`config.mk`:
```
export PLATFORM = sky130hd
export DESIGN_NAME = fixed_coord_to_text_top
export DESIGN_NICKNAME = d
export VERILOG_FILES = /design/src/rtl/fct_pkg.sv /design/src/rtl/fct_dabble.sv /design/src/rtl/fct_fmt.sv /design/src/rtl/fixed_coord_to_text_top.sv
export SDC_FILE = /design/constraint.sdc
export NUM_CORES = 1
export LEC_CHECK = 0
export BUFFER_PORTS_ARGS = -buffer_cell sky130_fd_sc_hd__buf_2
export CAP_MARGIN = 10
export CORE_ASPECT_RATIO = 0.6
export CORE_UTILIZATION = 45
export CTS_CLUSTER_DIAMETER = 120
export DETAILED_ROUTE_END_ITERATION = 10
export SYNTH_ARGS = -nofsm -noshare
export SYNTH_HDL_FRONTEND = slang
export SYNTH_SLANG_ARGS = --single-unit
```
`constraint.sdc`:
```
create_clock -name i_clk -period 6.1 [get_ports i_clk]
set_input_delay 0.305 -clock i_clk [delete_from_list [all_inputs] [get_ports i_clk]]
set_output_delay 0.305 -clock i_clk [all_outputs]
set_load 0.005 [all_outputs]
```
`src/rtl/fct_pkg.sv`:
```
// ----------------------------------------------------------------------------
// fct_pkg
// Shared types, character codes and the digit-to-ASCII function for the
// fixed-point coordinate text formatter.
// ----------------------------------------------------------------------------
package fct_pkg;

    localparam int unsigned TWIP_W  = 24;
    localparam int unsigned FRAC_W  = 8;
    localparam int unsigned DIG_N   = 7;
    localparam int unsigned DIG_W   = 4 * DIG_N;
    localparam int unsigned DCNT_W  = $clog2(DIG_N + 1);

    localparam logic [7:0] CH_ZERO  = 8'h30;
    localparam logic [7:0] CH_UPA   = 8'h41;
    localparam logic [7:0] CH_HASH  = 8'h23;
    localparam logic [7:0] CH_MINUS = 8'h2D;
    localparam logic [7:0] CH_DOT   = 8'h2E;

    typedef struct packed {
        logic                neg;
        logic [FRAC_W-1:0]   frac;
        logic [TWIP_W-1:0]   twips;
        logic [TWIP_W-1:0]   mag;
    } t_job;

    typedef struct packed {
        logic                start;
        logic [TWIP_W-1:0]   mag;
    } t_dab_req;

    typedef struct packed {
        logic                done;
        logic [DIG_W-1:0]    bcd;
    } t_dab_rsp;

    function automatic logic [7:0] digit_char(input logic [3:0] d);
        logic [7:0] c;
        if (d < 4'd10) begin
            c = CH_ZERO + {4'd0, d};
        end else begin
            c = CH_UPA + {4'd0, d} - 8'd10;
        end
        return c;
    endfunction

endpackage

```
`src/rtl/fct_dabble.sv`:
```
// ----------------------------------------------------------------------------
// fct_dabble
// Bit-serial binary to BCD converter (shift and add-3), one input bit per
// cycle, seven decimal digits out.
// ----------------------------------------------------------------------------
module fct_dabble (
    input  logic                 i_clk,
    input  logic                 i_rst_n,
    input  fct_pkg::t_dab_req    i_req,
    output fct_pkg::t_dab_rsp    o_rsp
);
    import fct_pkg::*;

    localparam int unsigned CNT_W = $clog2(TWIP_W);

    logic [TWIP_W-1:0] r_sh;
    logic [DIG_W-1:0]  r_bcd;
    logic [DIG_W-1:0]  n_bcd;
    logic [CNT_W-1:0]  r_cnt;
    logic              r_busy;
    logic              r_done;
    logic              w_last;

    assign w_last = r_busy && (r_cnt == CNT_W'(TWIP_W - 1));

    always_comb begin
        logic [DIG_W-1:0] adj;
        logic [3:0]       d;
        adj = '0;
        for (int i = 0; i < DIG_N; i++) begin
            d = r_bcd[4*i +: 4];
            adj[4*i +: 4] = (d >= 4'd5) ? d + 4'd3 : d;
        end
        n_bcd = {adj[DIG_W-2:0], r_sh[TWIP_W-1]};
    end

    always_ff @(posedge i_clk) begin
        if (!i_rst_n) begin
            r_busy <= 1'b0;
            r_done <= 1'b0;
            r_cnt  <= '0;
        end else begin
            r_done <= w_last && !i_req.start;
            if (i_req.start) begin
                r_busy <= 1'b1;
                r_cnt  <= '0;
                r_sh   <= i_req.mag;
                r_bcd  <= '0;
            end else if (r_busy) begin
                r_bcd <= n_bcd;
                r_sh  <= {r_sh[TWIP_W-2:0], 1'b0};
                r_cnt <= r_cnt + 1'b1;
                if (w_last) begin
                    r_busy <= 1'b0;
                end
            end
        end
    end

    assign o_rsp.done = r_done;
    assign o_rsp.bcd  = r_bcd;

endmodule

```
`src/rtl/fct_fmt.sv`:
```
// ----------------------------------------------------------------------------
// fct_fmt
// Text sequencer: walks a nibble shift register one digit per cycle when not
// stalled by the output, drops leading zeros and drives the registered character output.
// ----------------------------------------------------------------------------
module fct_fmt (
    input  logic                 i_clk,
    input  logic                 i_rst_n,
    input  logic                 i_in_valid,
    output logic                 o_in_ready,
    input  fct_pkg::t_job        i_job,
    output fct_pkg::t_dab_req    o_dab_req,
    input  fct_pkg::t_dab_rsp    i_dab_rsp,
    output logic                 o_out_valid,
    input  logic                 i_out_ready,
    output logic [7:0]           o_char_out,
    output logic                 o_last_char
);
    import fct_pkg::*;

    typedef enum logic [2:0] {
        S_IDLE,
        S_CONV,
        S_PREFIX,
        S_SKIP,
        S_DIGITS,
        S_DOT
    } t_state;

    t_state             r_state;
    logic               r_neg;
    logic               r_hex;
    logic               r_fph;
    logic [FRAC_W-1:0]  r_frac;
    logic [DIG_W-1:0]   r_dig;
    logic [DCNT_W-1:0]  r_cnt;
    logic               r_valid;
    logic [7:0]         r_char;
    logic               r_last;
    logic               w_free;
    logic               w_accept;
    logic               w_emit;
    logic [3:0]         w_top;

    assign w_free     = !r_valid || i_out_ready;
    assign w_accept   = i_in_valid && (r_state == S_IDLE);
    assign w_top      = r_dig[DIG_W-1 -: 4];
    assign o_in_ready = (r_state == S_IDLE);

    // states that load a character once the output register is free
    assign w_emit = (r_state == S_PREFIX) || (r_state == S_DIGITS) || (r_state == S_DOT);

    // decimal path only when the fraction is zero
    assign o_dab_req.start = w_accept && (i_job.frac == '0);
    assign o_dab_req.mag   = i_job.mag;

    always_ff @(posedge i_clk) begin
        if (!i_rst_n) begin
            r_state <= S_IDLE;
            r_valid <= 1'b0;
        end else begin
            if (w_free) begin
                r_valid <= w_emit;
            end
            unique case (r_state)
                S_IDLE: begin
                    if (w_accept) begin
                        r_neg  <= i_job.neg;
                        r_frac <= i_job.frac;
                        r_fph  <= 1'b0;
                        r_cnt  <= DCNT_W'(DIG_N);
                        if (i_job.frac == '0) begin
                            r_hex   <= 1'b0;
                            r_state <= S_CONV;
                        end else begin
                            r_hex   <= 1'b1;
                            r_dig   <= {{(DIG_W-TWIP_W){1'b0}}, i_job.twips};
                            r_state <= S_PREFIX;
                        end
                    end
                end
                S_CONV: begin
                    if (i_dab_rsp.done) begin
                        r_dig   <= i_dab_rsp.bcd;
                        r_state <= r_neg ? S_PREFIX : S_SKIP;
                    end
                end
                S_PREFIX: begin
                    if (w_free) begin
                        r_char  <= r_hex ? CH_HASH : CH_MINUS;
                        r_last  <= 1'b0;
                        r_state <= S_SKIP;
                    end
                end
                S_SKIP: begin
                    // at least one digit always remains
                    if (w_top == 4'd0 && r_cnt > DCNT_W'(1)) begin
                        r_dig <= {r_dig[DIG_W-5:0], 4'd0};
                        r_cnt <= r_cnt - 1'b1;
                    end else begin
                        r_state <= S_DIGITS;
                    end
                end
                S_DIGITS: begin
                    if (w_free) begin
                        r_char  <= digit_char(w_top);
                        r_last  <= (r_cnt == DCNT_W'(1)) && (!r_hex || r_fph);
                        r_dig   <= {r_dig[DIG_W-5:0], 4'd0};
                        r_cnt   <= r_cnt - 1'b1;
                        if (r_cnt == DCNT_W'(1)) begin
                            r_state <= (r_hex && !r_fph) ? S_DOT : S_IDLE;
                        end
                    end
                end
                S_DOT: begin
                    if (w_free) begin
                        r_char  <= CH_DOT;
                        r_last  <= 1'b0;
                        r_fph   <= 1'b1;
                        r_dig   <= {r_frac, {(DIG_W-FRAC_W){1'b0}}};
                        r_cnt   <= DCNT_W'(2);
                        r_state <= S_DIGITS;
                    end
                end
                default: begin
                    r_state <= S_IDLE;
                end
            endcase
        end
    end

    assign o_out_valid = r_valid;
    assign o_char_out  = r_char;
    assign o_last_char = r_last;

endmodule

```
`src/rtl/fixed_coord_to_text_top.sv`:
```
// ----------------------------------------------------------------------------
// fixed_coord_to_text_top
// Formats one signed Q24.8 twip coordinate as ASCII text, one character per beat.
// ----------------------------------------------------------------------------
// input channel: i_in_valid / o_in_ready carry i_coord_fixed in 1/256 twip;
//   it splits by floor into 24-bit whole twips and an 8-bit fraction.
// output channel: o_out_valid / i_out_ready carry o_char_out and
//   o_last_char, which marks the final character of one coordinate.
// zero fraction: decimal text, '-' for negatives, 1 to 8 beats. The
//   bit-serial BCD converter runs first, then leading zeros drop at one
//   digit per cycle, then one character per cycle while the output is
//   not stalled.
// nonzero fraction: '#', hex whole twips, '.', two hex fraction digits,
//   5 to 10 beats.
// One coordinate is in work at a time; the next is taken the cycle after
//   its last character is registered. Reset clears the sequencer and the
//   output valid.
// A stall on the output holds the current beat; the sequencer waits at its
//   next character.
// ----------------------------------------------------------------------------
module fixed_coord_to_text_top (
    input  logic                i_clk,
    input  logic                i_rst_n,
    input  logic                i_in_valid,
    output logic                o_in_ready,
    input  logic signed [31:0]  i_coord_fixed,
    output logic                o_out_valid,
    input  logic                i_out_ready,
    output logic [7:0]          o_char_out,
    output logic                o_last_char
);
    import fct_pkg::*;

    t_job     w_job;
    t_dab_req w_dab_req;
    t_dab_rsp w_dab_rsp;

    // floor split; magnitude of the whole twips for the decimal path
    assign w_job.neg   = i_coord_fixed[31];
    assign w_job.frac  = i_coord_fixed[FRAC_W-1:0];
    assign w_job.twips = i_coord_fixed[31:FRAC_W];
    assign w_job.mag   = i_coord_fixed[31] ? (TWIP_W'(0) - i_coord_fixed[31:FRAC_W])
                                           : i_coord_fixed[31:FRAC_W];

    fct_dabble u_dabble (
        .i_clk   (i_clk),
        .i_rst_n (i_rst_n),
        .i_req   (w_dab_req),
        .o_rsp   (w_dab_rsp)
    );

    fct_fmt u_fmt (
        .i_clk       (i_clk),
        .i_rst_n     (i_rst_n),
        .i_in_valid  (i_in_valid),
        .o_in_ready  (o_in_ready),
        .i_job       (w_job),
        .o_dab_req   (w_dab_req),
        .i_dab_rsp   (w_dab_rsp),
        .o_out_valid (o_out_valid),
        .i_out_ready (i_out_ready),
        .o_char_out  (o_char_out),
        .o_last_char (o_last_char)
    );

endmodule

```
==> results.cfg <==
[outcome]
status = complete, no violations

[floorplan]
die_h_um = 94.8
die_w_um = 157
ios = 47
die_area_um2 = 14800
coreArea_um2 = 13800
start_util = 0.467
rows = 33

[detailed_routing]
viasPerCell = 5.70
wl_per_cell_um = 17.7
drtIter0Drc = 493
num_vias = 5100
drt-total-wl_mm = 15.8
firstDrtPassIters = 5
ant_nets = 0
drc = 0

[logic_synthesis]
yosysTopAreaCell = edfxtp_1
synth_most_common_cell = edfxtp_1
synth_common_cells = edfxtp_1 (102), nand2_1 (82), nor2_1 (60), o21ai_0 (60), a21oi_1 (47)
yosys.area.top_type_share = 0.474
synth_top_flop_cell = edfxtp_1
synth_cell_types = 55
synth_edf_count = 102
syn_inst = 661
syn-num-nets = 716
async_flop_share = 0
yosys_warnings = 0
syn_area_um2 = 6460
seq_area_frac_synth = 0.509
yosys-top-cells-area = edfxtp_1 (47%), nand2_1 (4.8%), o21ai_0 (4.7%)
synth_area_per_cell_um2 = 9.77
synth_seq_cells = 113

[grt]
grt_max_degree = 74
antenna_found_initial = 0
grt_usage = 0.225
grt_pass1_wl_mm = 24.8
grt_pass1_vias = 4587
overflow = 0

[cts]
postCtsSetupBuffers = 0
cts_buffers = 17
htree_levels = 4
clk_path_buf_depth = 2
clk_transition_reported_paths_ps = 60
cts_root_buf = clkbuf_16
cts_resized = 0
cts_hold_buffers = 0
cts_tree = built
clk_latency_ps = 410
cts.sinks = 113

[pwr]
internal_power_w = 0.00180
power_density_nw_per_um2 = 332
sw_frac_of_total = 0.274
p_switching_w = 0.000678
power.leakage_nw = 2.71
p_seq_frac = 0.393
power_frac_clock = 0.436
peakVddDrop_mv = 0.173
p_comb_frac = 0.171

[sta]
rsz0062_at_grt = false
layout_min_cycle_time_ps = 3660
finalClockSkew_ps = 9.86
tns_ps = 0
holdWs_ps = 85.6
tightest_slew_ps = 1170
timing.final.crit_share = 0.601
fmaxAchievable_mhz = 273
hold_viol = 0
relSlewSlack = 0.219
slew_viol_final = 0
setup_viol = 0

[hold_path]
min_to = u_fmt.r_frac[6]
min_from = i_coord_fixed[6]
min_path_type = in -> reg
hold_depth = 1

[placed_design]
place_congestion = 0.896
dp_hpwl_mm = 11.0
placedCellCount = 862
port_buffers = 45

[setup_path]
worstSetupPathType = reg -> reg
rr_startpoint = u_fmt.r_state[2]
end_kind = flip-flop
start_kind = flip-flop
worst_ep_arrival_time_ps = 3730
worstPathRequired_ps = 6160
reg2reg_depth = 7
worst-path-max-fanout = 37
r2r_end = u_dabble.r_sh[3]
ff2ff_setup_slack_ps = 2440

[layout]
area_delta_synth_final_pct = 15.5
n_antenna_cell = 0
fin_nets = 744
drive_above_1_share = 0.142
layout.cells.non_filler = 894

[run]
max-cap-violations = 0
[flip-flops by register name, indices dropped and copies added, names as in the netlist]
signal and cells:
u_fmt.r_dig 28, u_fmt.r_neg 1, u_dabble.r_busy 1, u_fmt.r_frac 8, u_fmt.r_hex 1, u_fmt.o_out_valid 1
u_fmt.r_cnt 3, u_fmt.o_char_out 7, u_dabble.r_sh 24, u_fmt.o_last_char 1, u_fmt.r_state 3, u_dabble.r_done 1
u_dabble.r_bcd 28, u_fmt.r_fph 1, u_dabble.r_cnt 5
[worst max-delay path: stages, from the launching register on]
cell and delay, ps:
dfxtp_1 290, buf_4 240, nor3_1 450, nand2_1 200, nor2_2 870, nor2_1 170, nor2_4 570, buf_4 480
[logic make-up after synthesis]
| kind of cell | after synthesis | share of synthesized area |
|---|---|---|
| AO/OA/AOI/OAI | 205 | 0.203 |
| XOR/XNOR | 34 | 0.0461 |
| adder cells (fa/ha/maj) | 19 | 0.0368 |
| buffers and inverters | 74 | 0.0452 |
| flip-flops | 113 | 0.509 |
| multiplexers | 11 | 0.0178 |
| other | 1 | 0.000581 |
| AND/OR/NAND/NOR | 204 | 0.142 |
[worst max path at each step]
stage	from	slack, ps	to	cells after the start
final	u_fmt.r_state[2]	2440	u_dabble.r_sh[3]	7
after global routing	u_fmt.r_state[2]	2120	u_dabble.r_sh[20]	7
after CTS	u_fmt.r_state[2]	2450	u_dabble.r_sh[19]	7
after global placement	i_coord_fixed[1]	2530	u_dabble.r_sh[11]	8
after floorplan	u_fmt.r_state[0]	2040	u_dabble.r_bcd[0]	6
after detailed placement	i_coord_fixed[1]	2410	u_dabble.r_sh[9]	8
[layout make-up]
class                           count  area (um2)
Fill cell                        1239        6370
Sequential cell                   113        3290
Multi-Input combinational cell    474        2900
Clock buffer                       17         425
Timing Repair Buffer               52         278
Tap cell                          192         240
Clock inverter                     15         216
Inverter                           31         116
[layout by cell type (no fill, tap or decap), types with 16 or more instances in the layout]
cell type,n
o21ai_0,60
edfxtp_1,102
inv_1,30
ha_1,19
a21oi_1,46
nor2_1,58
xor2_1,22
a221oi_1,16
clkbuf_16,17
nand2_1,82
buf_2,45
[power by group through the flow]
stage          combinational [W]  clock, W  sequential [W]
2_1_floorplan           0.000308         0        0.000973
6_report                0.000423   0.00108        0.000972
3_5_place_dp            0.000416         0        0.000985
3_3_place_gp            0.000410         0        0.000985
4_1_cts                 0.000420   0.00110        0.000971
5_1_grt                 0.000476   0.00112        0.000979
[metal layers]
metal / GRT usage / up-vias / routed length [um]
li1: - / 2480 / -
met3: 0.0583 / 23 / 1190
met1: 0.352 / 2437 / 8310
met2: 0.297 / 160 / 6150
met5: 0 / - / 0
met4: 0.0654 / 0 / 178
[metrics by stage]
stage | worst slack [ps] | area, um2 | total power [W] | util
2_1_floorplan | 2040 | 6460 | 0.00128 | -
3_3_place_gp | 2530 | 6820 | 0.00139 | 0.493
3_5_place_dp | 2410 | 6820 | 0.00140 | 0.493
4_1_cts | 2450 | 7460 | 0.00249 | 0.539
5_1_grt | 2120 | 7460 | 0.00258 | 0.539
6_report | 2440 | 7460 | 0.00247 | 0.539
Power figures use the tool's default switching activity.
